<file path="config.mk">
export PLATFORM = sky130hd
export DESIGN_NAME = button_press_classifier_unit
export DESIGN_NICKNAME = d
export VERILOG_FILES = /design/src/bpc_pkg.sv /design/src/bpc_core.sv /design/src/button_press_classifier_unit.sv
export SDC_FILE = /design/constraint.sdc
export NUM_CORES = 1
export LEC_CHECK = 0
export ABC_CLOCK_PERIOD_IN_PS = 10000
export BUFFER_PORTS_ARGS = -buffer_cell sky130_fd_sc_hd__buf_4
export CAP_MARGIN = 0
export CORE_MARGIN = 8
export CORE_UTILIZATION = 35
export DETAILED_ROUTE_END_ITERATION = 8
export GPL_TIMING_DRIVEN = 0
export SLEW_MARGIN = 20
export SYNTH_ARGS = -nofsm -noshare
export SYNTH_HDL_FRONTEND = slang
export SYNTH_SLANG_ARGS = --single-unit
</file>
<file path="constraint.sdc">
create_clock -name clk -period 10 [get_ports clk]
set_clock_uncertainty 0.15 [all_clocks]
set_input_delay 0.5 -clock clk [delete_from_list [all_inputs] [get_ports clk]]
set_output_delay 0.5 -clock clk [all_outputs]
set_load 0.01 [all_outputs]
</file>
<file path="src/bpc_pkg.sv">
// Package for the button press classifier: shared constants, codes and types.
// Used by every module of the block; depends on nothing.
`timescale 1ns / 1ps

package bpc_pkg;

	// Default widths of the time base and of the event counters.
	localparam int TIME_BITS_DEF  = 32;
	localparam int COUNT_BITS_DEF = 16;

	// Threshold registers are fixed at 32 bits.
	localparam int THR_BITS = 32;

	// Configuration port geometry.
	localparam int CFG_IDX_BITS  = 2;
	localparam int CFG_DATA_BITS = 32;

	// Configuration register indexes.
	localparam logic [CFG_IDX_BITS-1:0] REG_ACTIVE_LOW   = 2'd0;
	localparam logic [CFG_IDX_BITS-1:0] REG_SHORT_MAX_MS = 2'd1;
	localparam logic [CFG_IDX_BITS-1:0] REG_LONG_MIN_MS  = 2'd2;

	// Configuration reset values.
	localparam logic                ACTIVE_LOW_RST   = 1'b1;
	localparam logic [THR_BITS-1:0] SHORT_MAX_MS_RST = 32'd500;
	localparam logic [THR_BITS-1:0] LONG_MIN_MS_RST  = 32'd1000;

	// Input command codes.
	localparam logic CMD_SAMPLE = 1'b0;
	localparam logic CMD_CLEAR  = 1'b1;

	// Single-bit status of one result beat.
	typedef struct packed {
		logic long_bumped;
		logic short_bumped;
		logic release_edge;
		logic press_edge;
		logic is_pressed;
	} bpc_flags_t;

endpackage

</file>
<file path="src/bpc_core.sv">
// Classifier state and next-state logic for one sample or clear command.
// Depends on bpc_pkg; instantiated by button_press_classifier_unit.
`timescale 1ns / 1ps

module bpc_core import bpc_pkg::*; #(
	parameter int TIME_BITS  = TIME_BITS_DEF,
	parameter int COUNT_BITS = COUNT_BITS_DEF
) (
	input  logic                  clk,
	input  logic                  arst_n,
	input  logic                  step,
	input  logic                  command,
	input  logic                  pin_level,
	input  logic                  active_low,
	input  logic [THR_BITS-1:0]   short_max_ms,
	input  logic [THR_BITS-1:0]   long_min_ms,
	output bpc_flags_t            flags,
	output logic [TIME_BITS-1:0]  press_time_ms,
	output logic [TIME_BITS-1:0]  release_time_ms,
	output logic [COUNT_BITS-1:0] press_total,
	output logic [COUNT_BITS-1:0] release_total,
	output logic [COUNT_BITS-1:0] short_total,
	output logic [COUNT_BITS-1:0] long_total
);

	localparam int CMP_W = (TIME_BITS > THR_BITS) ? TIME_BITS : THR_BITS;

	// Current state.
	logic [TIME_BITS-1:0]  now_q;
	logic                  pressed_prev_q;
	logic [TIME_BITS-1:0]  press_start_q;
	logic [TIME_BITS-1:0]  press_end_q;
	logic                  press_run_q;
	logic [TIME_BITS-1:0]  release_start_q;
	logic                  release_run_q;
	logic [COUNT_BITS-1:0] press_cnt_q;
	logic [COUNT_BITS-1:0] release_cnt_q;
	logic [COUNT_BITS-1:0] short_cnt_q;
	logic [COUNT_BITS-1:0] long_cnt_q;
	logic                  short_win_q;
	logic                  long_hold_q;

	// Next state.
	logic                  clear;
	logic                  pressed;
	logic [TIME_BITS-1:0]  now_inc;
	logic [TIME_BITS-1:0]  now_nx;
	logic                  press_edge;
	logic                  release_edge;
	logic                  pressed_prev_nx;
	logic [TIME_BITS-1:0]  press_start_nx;
	logic [TIME_BITS-1:0]  press_end_nx;
	logic                  press_run_nx;
	logic [TIME_BITS-1:0]  release_start_nx;
	logic                  release_run_nx;
	logic [COUNT_BITS-1:0] press_cnt_nx;
	logic [COUNT_BITS-1:0] release_cnt_nx;
	logic [COUNT_BITS-1:0] short_cnt_nx;
	logic [COUNT_BITS-1:0] long_cnt_nx;
	logic                  short_win_nx;
	logic                  long_hold_nx;
	logic [TIME_BITS-1:0]  ptime;
	logic [TIME_BITS-1:0]  rtime;
	logic [COUNT_BITS-1:0] short_kept;
	logic [COUNT_BITS-1:0] long_kept;
	logic                  ge_short;
	logic                  le_short;
	logic                  ge_long;
	logic                  le_long;
	logic                  short_win;
	logic                  long_hold;
	logic                  short_bump;
	logic                  long_bump;

	// Edge detection and timer bookkeeping.
	always_comb begin
		clear        = (command == CMD_CLEAR);
		pressed      = active_low ? ~pin_level : pin_level;
		now_inc      = now_q + TIME_BITS'(1);
		now_nx       = clear ? now_q : now_inc;
		press_edge   = !clear && pressed && !pressed_prev_q;
		release_edge = !clear && !pressed && pressed_prev_q;

		pressed_prev_nx = clear ? pressed_prev_q : pressed;

		if (clear) begin
			press_start_nx = now_q;
		end else if (press_edge) begin
			press_start_nx = now_inc;
		end else begin
			press_start_nx = press_start_q;
		end
		press_end_nx = release_edge ? now_inc : press_end_q;
		if (clear || press_edge) begin
			press_run_nx = 1'b1;
		end else if (release_edge) begin
			press_run_nx = 1'b0;
		end else begin
			press_run_nx = press_run_q;
		end

		if (clear) begin
			release_start_nx = now_q;
		end else if (release_edge) begin
			release_start_nx = now_inc;
		end else begin
			release_start_nx = release_start_q;
		end
		release_run_nx = clear || release_edge || release_run_q;

		press_cnt_nx   = clear ? '0 :
			(press_edge ? press_cnt_q + COUNT_BITS'(1) : press_cnt_q);
		release_cnt_nx = clear ? '0 :
			(release_edge ? release_cnt_q + COUNT_BITS'(1) : release_cnt_q);

		// Press and release elapsed times.
		ptime = (press_run_nx ? now_nx : press_end_nx) - press_start_nx;
		rtime = (pressed_prev_nx || !release_run_nx) ? '0 : now_nx - release_start_nx;
	end

	// Short and long press classification; a clear leaves it untouched.
	always_comb begin
		ge_short = CMP_W'(ptime) >= CMP_W'(short_max_ms);
		le_short = CMP_W'(ptime) <= CMP_W'(short_max_ms);
		ge_long  = CMP_W'(ptime) >= CMP_W'(long_min_ms);
		le_long  = CMP_W'(ptime) <= CMP_W'(long_min_ms);

		short_kept = (pressed && ge_short) ? '0 : short_cnt_q;
		short_win  = !pressed && le_short;
		short_bump = !clear && short_win && !short_win_q;

		long_hold = pressed && ge_long;
		long_bump = !clear && long_hold && !long_hold_q;
		long_kept = long_bump ? long_cnt_q + COUNT_BITS'(1) : long_cnt_q;

		if (clear) begin
			short_cnt_nx = short_cnt_q;
			long_cnt_nx  = long_cnt_q;
			short_win_nx = short_win_q;
			long_hold_nx = long_hold_q;
		end else begin
			short_cnt_nx = short_bump ? short_kept + COUNT_BITS'(1) : short_kept;
			long_cnt_nx  = (!pressed && le_long) ? '0 : long_kept;
			short_win_nx = short_win;
			long_hold_nx = long_hold;
		end
	end

	// State update when an item is processed.
	always_ff @(posedge clk or negedge arst_n) begin
		if (!arst_n) begin
			now_q           <= '0;
			pressed_prev_q  <= 1'b0;
			press_start_q   <= '0;
			press_end_q     <= '0;
			press_run_q     <= 1'b1;
			release_start_q <= '0;
			release_run_q   <= 1'b0;
			press_cnt_q     <= '0;
			release_cnt_q   <= '0;
			short_cnt_q     <= '0;
			long_cnt_q      <= '0;
			short_win_q     <= 1'b1;
			long_hold_q     <= 1'b0;
		end else if (step) begin
			now_q           <= now_nx;
			pressed_prev_q  <= pressed_prev_nx;
			press_start_q   <= press_start_nx;
			press_end_q     <= press_end_nx;
			press_run_q     <= press_run_nx;
			release_start_q <= release_start_nx;
			release_run_q   <= release_run_nx;
			press_cnt_q     <= press_cnt_nx;
			release_cnt_q   <= release_cnt_nx;
			short_cnt_q     <= short_cnt_nx;
			long_cnt_q      <= long_cnt_nx;
			short_win_q     <= short_win_nx;
			long_hold_q     <= long_hold_nx;
		end
	end

	// Result of the item being processed.
	always_comb begin
		flags.is_pressed   = pressed_prev_nx;
		flags.press_edge   = press_edge;
		flags.release_edge = release_edge;
		flags.short_bumped = short_bump;
		flags.long_bumped  = long_bump;
		press_time_ms      = ptime;
		release_time_ms    = rtime;
		press_total        = press_cnt_nx;
		release_total      = release_cnt_nx;
		short_total        = short_cnt_nx;
		long_total         = long_cnt_nx;
	end

endmodule

</file>
<file path="src/button_press_classifier_unit.sv">
// Datapath: a beat accepted into the input register is loaded into the output
// register when the input register advances, which can wait on a stalled
// output; m_tvalid then rises and the beat is held there until it is taken.
// Throughput: one beat per cycle; the input register advances whenever the
// output register is empty or being taken, so only a stalled output slows it.
// Reset: arst_n clears all timers, counters and valid flags asynchronously and
// loads the configuration defaults (active low, short 500 ms, long 1000 ms).
`timescale 1ns / 1ps

module button_press_classifier_unit import bpc_pkg::*; #(
	parameter int TIME_BITS  = TIME_BITS_DEF,
	parameter int COUNT_BITS = COUNT_BITS_DEF,
	localparam int OUT_BITS  = 5 + 2 * TIME_BITS + 4 * COUNT_BITS,
	localparam int OUT_W     = ((OUT_BITS + 7) / 8) * 8
) (
	input  logic                     clk,
	input  logic                     arst_n,
	// Configuration write port.
	input  logic                     cfg_we,
	input  logic [CFG_IDX_BITS-1:0]  cfg_index,
	input  logic [CFG_DATA_BITS-1:0] cfg_data,
	// Input stream.
	input  logic                     s_tvalid,
	output logic                     s_tready,
	input  logic [7:0]               s_tdata,  // [0] pin_level, rest zero
	input  logic                     s_tuser,  // [0] command
	// Result stream.
	output logic                     m_tvalid,
	input  logic                     m_tready,
	// From bit 0: is_pressed, press_edge, release_edge, press_time_ms,
	// release_time_ms, press_total, release_total, short_total, long_total,
	// short_bumped, long_bumped, zero fill.
	output logic [OUT_W-1:0]         m_tdata
);

	// Configuration registers.
	logic                active_low_q;
	logic [THR_BITS-1:0] short_max_q;
	logic [THR_BITS-1:0] long_min_q;

	always_ff @(posedge clk or negedge arst_n) begin
		if (!arst_n) begin
			active_low_q <= ACTIVE_LOW_RST;
			short_max_q  <= SHORT_MAX_MS_RST;
			long_min_q   <= LONG_MIN_MS_RST;
		end else if (cfg_we) begin
			case (cfg_index)
				REG_ACTIVE_LOW:   active_low_q <= cfg_data[0];
				REG_SHORT_MAX_MS: short_max_q  <= cfg_data[THR_BITS-1:0];
				REG_LONG_MIN_MS:  long_min_q   <= cfg_data[THR_BITS-1:0];
				default: ;
			endcase
		end
	end

	// Input register and flow control.
	logic valid_s1;
	logic cmd_s1;
	logic pin_s1;
	logic advance;
	logic out_valid_q;

	assign advance  = valid_s1 && (!out_valid_q || m_tready);
	assign s_tready = !valid_s1 || advance;

	always_ff @(posedge clk or negedge arst_n) begin
		if (!arst_n) begin
			valid_s1 <= 1'b0;
		end else if (s_tready) begin
			valid_s1 <= s_tvalid;
		end
	end

	always_ff @(posedge clk) begin
		if (s_tready && s_tvalid) begin
			cmd_s1 <= s_tuser;
			pin_s1 <= s_tdata[0];
		end
	end

	// Classifier state and result logic.
	bpc_flags_t            flags;
	logic [TIME_BITS-1:0]  press_time_ms;
	logic [TIME_BITS-1:0]  release_time_ms;
	logic [COUNT_BITS-1:0] press_total;
	logic [COUNT_BITS-1:0] release_total;
	logic [COUNT_BITS-1:0] short_total;
	logic [COUNT_BITS-1:0] long_total;

	bpc_core #(
		.TIME_BITS  (TIME_BITS),
		.COUNT_BITS (COUNT_BITS)
	) u_core (
		.clk             (clk),
		.arst_n          (arst_n),
		.step            (advance),
		.command         (cmd_s1),
		.pin_level       (pin_s1),
		.active_low      (active_low_q),
		.short_max_ms    (short_max_q),
		.long_min_ms     (long_min_q),
		.flags           (flags),
		.press_time_ms   (press_time_ms),
		.release_time_ms (release_time_ms),
		.press_total     (press_total),
		.release_total   (release_total),
		.short_total     (short_total),
		.long_total      (long_total)
	);

	// Output register.
	logic [OUT_BITS-1:0] packed_result;
	logic [OUT_W-1:0]    out_data_q;

	assign packed_result = {flags.long_bumped, flags.short_bumped, long_total, short_total,
		release_total, press_total, release_time_ms, press_time_ms,
		flags.release_edge, flags.press_edge, flags.is_pressed};

	always_ff @(posedge clk or negedge arst_n) begin
		if (!arst_n) begin
			out_valid_q <= 1'b0;
		end else if (advance) begin
			out_valid_q <= 1'b1;
		end else if (m_tready) begin
			out_valid_q <= 1'b0;
		end
	end

	always_ff @(posedge clk) begin
		if (advance) begin
			out_data_q <= OUT_W'(packed_result);
		end
	end

	assign m_tvalid = out_valid_q;
	assign m_tdata  = out_data_q;

endmodule

</file>
==> flow_summary.yaml, run 1 <==
sta:
  maxSlewHeadroom: 0.212
  setup_tns_ps: 0
  setup_viol: 0
  slew_viol_final: 0
  layout_min_cycle_time_ps: 9500
  post-route-period-util: 0.950
  worst_pin_slew_ps: 1180
  hold_viol: 0
  fmax_ghz: 0.105
  rsz0062_at_grt: "false"
synthesis:
  syn_area_mm2: 0.0246
  ys_seq_elements: 399
  synth_cell_types: 94
  ys_seq_area_frac: 0.434
  yosysWarningCount: 0
  synth_area_per_cell_um2: 9.18
  yosys.area.top_type: "dfrtp_1"
  synth_flop_cell: "dfrtp_1"
  netlist_instances: 2680
  synth_edf_count: 135
  synth-async-reset-ratio: 0.662
  synth_area_leaders: "dfrtp_1 25%, edfxtp_1 16%, ha_1 6.7%"
  synth_top_area_frac: 0.253
power:
  power_density_mw_per_mm2: 253
  vdd.ir_drop.worst_mv: 0.167
  power.leakage_nw: 12.5
  fin_total_pwr_w: 0.00744
worst_setup_path:
  worst_setup_path_end_kind: "register"
  path_class: "reg -> reg"
  critPathLaunchType: "register"
  critical_path_arrival_ps: 9830
  critical_path.slowest_cell: "clkdlybuf4s15_1"
  required_ps: 10330
  critPathMostFrequentCell: "ha_1"
  cp_top_family: "buffers and inverters"
  cpPeakStageDelay_ps: 780
  critPathMaxFanout: 10
  crit_buf_inv: 5
placed_design:
  io_buffer_count: 175
  place_congestion: 0.971
  dp_hpwl_um: 62400
clocking:
  post_cts_buffers: 0
  cts-htree-levels: 2
  clk_path_buf_depth: 3
  cts_buffers: 46
  clk_latency_ps: 620
  cts_tree: "yes"
  clkSlewWorstSetupHoldPaths_ps: 60
  root_buffer: "clkbuf_16"
  clock-sinks: 399
global_route:
  grt_pass1_wl_um: 125000
  grt_use_total: 0.203
  grt_pass1_vias: 20415
  grt_max_degree: 86
  antenna_found_initial: 0
  grt_overflow: 0
run_status:
  run_status: "finished, final reports clean"
route:
  route.detailed.drc: 0
  routed_wl_um: 82500
  wire_per_inst_um: 21.0
  firstDrtPassIters: 6
  detail-route-antenna-nets: 0
  vias_per_cell: 5.45
  vias: 21394
  drt-initial-drc-count: 2046
floorplan:
  dieArea_mm2: 0.0790
  io_pins: 186
  fp.dieH_um: 281
  die_width_um: 281
  start_util: 0.352
  rows: 97
  coreArea_mm2: 0.0698
cells_and_area:
  finalNetCount: 3130
  area_delta_synth_final_pct: 19.4
  drive_gt1_frac: 0.143
run:
  drv_cap: 0
worst_hold_path:
  min_path_type: "in -> reg"
## routing by layer
layer	routed length [um]	up-vias	global-route usage
met5	0	-	0
met1	35500	10191	0.269
met3	7160	200	0.0517
met2	36500	928	0.316
li1	-	10075	-
met4	3360	0	0.0765
## cells by family (layout without fill, tap and decap cells)
group | after synthesis | after routing | synth area share
simple gates | 882 | 882 | 0.167
buf+inv | 265 | 570 | 0.0438
fa+ha+maj | 133 | 133 | 0.0683
mux | 89 | 89 | 0.0398
flops | 399 | 399 | 0.434
compound gates | 714 | 714 | 0.177
other cells | 1 | 4 | 0.000152
xor+xnor | 197 | 197 | 0.0705
## report_power, final
part	switching (W)	internal, W
Combinational	0.00201	0.00129
Sequential	0.000172	0.00208
Clock	0.000769	0.00112
Total	0.00295	0.00449
## synth_stat cells (23+ instances only)
library cell  instances
clkbuf_1            114
inv_1                97
nand3_1              64
o21ai_0             163
nor3_1               36
a21o_1               45
xor2_1               80
mux2_2               70
edfxtp_1            135
a21oi_1             230
dfrtp_1             249
o22ai_1              54
and3_1               29
xnor2_1             116
ha_1                131
buf_1                23
nor2_1              307
o21a_1               25
nand2_1             281
a31oi_1              47
nand4_1              41
## final timing paths
check	to	depth (start not counted)	start	slack [ps]
setup / recovery	u_core.short_cnt_q[10]$_DFFE_PN0P_	33	cmd_s1$_DFFE_PP_	500
hold / removal	m_tvalid$_DFFE_PN0P_	3	m_tready	30
setup reg to reg	u_core.short_cnt_q[10]$_DFFE_PN0P_	33	cmd_s1$_DFFE_PP_	500
hold reg to reg	u_core.long_hold_q$_DFFE_PN0P_	2	u_core.long_hold_q$_DFFE_PN0P_	320
max in group asynchronous	long_min_q[6]$_DFFE_PN1P_	4	arst_n	8190
min in group asynchronous	u_core.long_cnt_q[5]$_DFFE_PN0P_	2	arst_n	250
## cells in the final DEF (no fill, tap or decap), drive strengths merged, types with 46 or more instances in the layout
cell type  instances
o21ai            171
edfxtp           135
dfrtp            249
inv              101
nand3             66
nor2             312
ha               131
buf              232
mux2              70
a31oi             47
o22ai             55
xnor2            116
a21o              46
a21oi            232
nand2            283
clkbuf           173
xor2              81
## timing repair
item                                   4_1_cts  5_1_grt
hold buffers                                36        0
setup endpoints to repair                    0       46
endpoints found under the hold margin      118        0
gates resized for setup                      0       13
## sequential cells by signal (all words and copies together) (netlist names), 16 cells and up
signal and cells:
u_core.press_cnt_q 16, u_core.release_start_q 32, m_tdata 133, u_core.now_q 32, short_max_q 32, long_min_q 32
u_core.press_end_q 32, u_core.press_start_q 32, u_core.release_cnt_q 16, u_core.long_cnt_q 16, u_core.short_cnt_q 16
## metrics by stage
| stage | instances | hold slack [ps] | util | worst slack, ps | area [um^2] |
|---|---|---|---|---|---|
| after floorplan | 2682 | 54.4 | - | 2910 | 24600 |
| after global placement | 3797 | 306 | 0.388 | 181 | 27100 |
| after detailed placement | 3805 | 309 | 0.391 | 180 | 27300 |
| after CTS | 3927 | 11.4 | 0.421 | 147 | 29300 |
| after global routing | 3927 | 55.7 | 0.421 | 27.8 | 29400 |
| final | 3928 | 32.3 | 0.421 | 500 | 29400 |
## final cells by class
type / count / area [um^2]
Sequential cell: 399 / 10700
Multi-Input combinational cell: 2018 / 12900
Clock inverter: 29 / 412
Tap cell: 940 / 1180
Clock buffer: 57 / 1270
Buffer: 166 / 718
Fill cell: 6975 / 40400
Timing Repair Buffer: 219 / 1880
Antenna cell: 1 / 2.50
Inverter: 99 / 372
## worst reg2reg max path, delay by kind of cell, from the launching register on
| family | cells | cell delay, ps |
|---|---|---|
| simple gates | 14 | 2400 |
| fa+ha+maj | 3 | 870 |
| compound gates | 9 | 1990 |
| flops | 1 | 500 |
| xor+xnor | 1 | 520 |
| buf+inv | 5 | 2690 |
| mux | 1 | 250 |
No activity file was read; power rests on OpenSTA's default activity.
==> run 2, diff against run 1 <==
--- a/config.mk
+++ b/config.mk
@@ -9,9 +9,10 @@
 export BUFFER_PORTS_ARGS = -buffer_cell sky130_fd_sc_hd__buf_4
 export CAP_MARGIN = 0
 export CORE_MARGIN = 8
-export CORE_UTILIZATION = 35
+export CORE_UTILIZATION = 55
 export DETAILED_ROUTE_END_ITERATION = 8
 export GPL_TIMING_DRIVEN = 0
+export PLACE_DENSITY = 0.74
 export SLEW_MARGIN = 20
 export SYNTH_ARGS = -nofsm -noshare
 export SYNTH_HDL_FRONTEND = slang
==> run 2 against run 1 <==
Global-route usage up 12 points. Sequential share of layout area is 0.80 points higher. First-iteration DRC count rose by 27%. Clock power fell by 4%. Register-to-register slack worse by 90 ps. Setup slack lost 94 ps. Sequential power barely moved. Fmax is 0.97% lower.
==> flow_summary.yaml, run 2 (synthesis gave the netlist of run 1 again) <==
cells_and_area:
  finalNetCount: 3121
  final_cells: 3570
  largest_reg_flops: 133
  final_common_cell: "nor2_1"
  final_area_mm2: 0.0287
  drive_gt1_frac: 0.140
  area_delta_synth_final_pct: 16.9
  layout_common_cells: "307 x nor2_1, 281 x nand2_1, 249 x dfrtp_1, 230 x a21oi_1, 183 x buf_4"
power:
  seqPwrFrac: 0.303
  power_density_mw_per_mm2: 258
  p_switching_w: 0.00294
  vdd.ir_drop.worst_mv: 0.200
  fin_total_pwr_w: 0.00740
  switching_share: 0.397
  combPwrFrac: 0.452
  power.share.clock: 0.245
  power.leakage_nw: 12.4
  p_int_w: 0.00446
sta:
  rsz0062_at_grt: "false"
  post-route-period-util: 0.959
  setup_tns_ps: 0
  slew_viol_final: 0
  worst_pin_slew_ps: 1300
  maxSlewHeadroom: 0.133
  hold_viol: 0
  setup_viol: 0
  layout_min_cycle_time_ps: 9590
  fmax_ghz: 0.104
route:
  wire_per_inst_um: 23.5
  firstDrtPassIters: 8
  drt-initial-drc-count: 2596
  vias_per_cell: 6.21
  route.detailed.drc: 0
  routed_wl_um: 83800
  vias: 22157
  detail-route-antenna-nets: 0
global_route:
  grt_max_degree: 93
  antenna_found_initial: 0
  grt_overflow: 0
  grt_pass1_vias: 21487
  grt_use_total: 0.322
  grt_pass1_wl_um: 128000
worst_setup_path:
  worst_setup_path_end_kind: "register"
  critPathMaxFanout: 10
  critPathLaunchType: "register"
  critical_path_arrival_ps: 9910
  cp_top_family: "buffers and inverters"
  path_class: "reg -> reg"
  required_ps: 10320
  crit_buf_inv: 5
  cpPeakStageDelay_ps: 750
  critical_path.slowest_cell: "clkdlybuf4s15_1"
floorplan:
  rows: 77
  io_pins: 186
  fp.dieH_um: 227
  coreArea_mm2: 0.0442
  start_util: 0.556
  die_width_um: 227
  dieArea_mm2: 0.0517
clocking:
  cts_buffers: 45
  post_cts_buffers: 0
  root_buffer: "clkbuf_16"
  cts_tree: "yes"
  clk_path_buf_depth: 3
  clock-sinks: 399
  clkSlewWorstSetupHoldPaths_ps: 60
  clk_latency_ps: 590
  cts-htree-levels: 2
worst_hold_path:
  min_path_type: "in -> reg"
placed_design:
  place_inst: 3456
  io_buffer_count: 175
  dp_hpwl_um: 61400
  place_congestion: 0.971
  place_area_mm2: 0.0268
run_status:
  run_status: "finished, final reports clean"
run:
  drv_cap: 0
## run 2: path summary, 6_finish.rpt
check,start,to,slack (ps),cells after the start
setup / recovery,cmd_s1$_DFFE_PP_,u_core.short_cnt_q[10]$_DFFE_PN0P_,410,33
hold / removal,cfg_data[15],short_max_q[15]$_DFFE_PN0P_,20,2
setup reg to reg,cmd_s1$_DFFE_PP_,u_core.short_cnt_q[10]$_DFFE_PN0P_,410,33
hold reg to reg,u_core.release_run_q$_DFFE_PN0P_,u_core.release_run_q$_DFFE_PN0P_,320,1
max in group asynchronous,arst_n,u_core.long_cnt_q[9]$_DFFE_PN0P_,8380,4
min in group asynchronous,arst_n,u_core.now_q[3]$_DFFE_PN0P_,170,2
## run 2: worst reg2reg max path, delay by kind of cell (launching register included)
| kind | cells | cell delay [ps] |
|---|---|---|
| AO/OA/AOI/OAI | 9 | 2050 |
| flip-flops | 1 | 520 |
| adder cells (fa/ha/maj) | 3 | 900 |
| AND/OR/NAND/NOR | 14 | 2440 |
| multiplexers | 1 | 250 |
| buffers and inverters | 5 | 2700 |
| XOR/XNOR | 1 | 500 |
## run 2: timing repair
item / CTS / global route
gates resized for setup: 0 / 16
endpoints found under the setup margin: 0 / 13
endpoints found under the hold margin: 209 / 0
hold buffers: 29 / 0
## run 2: layer usage
metal	part of all wire	track usage	routed length [um]
met2	0.46	0.525	38800
met5	0	0	0
met1	0.41	0.429	34600
met4	0.031	0.101	2600
met3	0.094	0.0657	7870
## run 2: cell type report
class	count	area, um^2
well taps	592	741
flip-flops and latches	399	10700
inverters	99	372
clock inverters	26	353
fillers	3651	15500
diodes	1	2.50
repair buffers	211	1770
multi-input cells	2018	12900
clock buffers	58	1250
plain buffers	166	719
## run 2: stage by stage
stage	setup slack (ps)	hold WS (ps)	util
6_report	407	22.9	0.650
5_1_grt	12.2	7.76	0.650
4_1_cts	179	0.0875	0.649
3_5_place_dp	331	178	0.607
3_3_place_gp	435	306	0.603
2_1_floorplan	2910	54.4	-
## run 2: power by group through the flow
stage          Clock (W)  Combinational, W  Sequential (W)
2_1_floorplan          0           0.00215         0.00229
3_3_place_gp           0           0.00314         0.00227
3_5_place_dp           0           0.00325         0.00227
4_1_cts          0.00183           0.00330         0.00224
5_1_grt          0.00189           0.00368         0.00228
6_report         0.00181           0.00335         0.00224
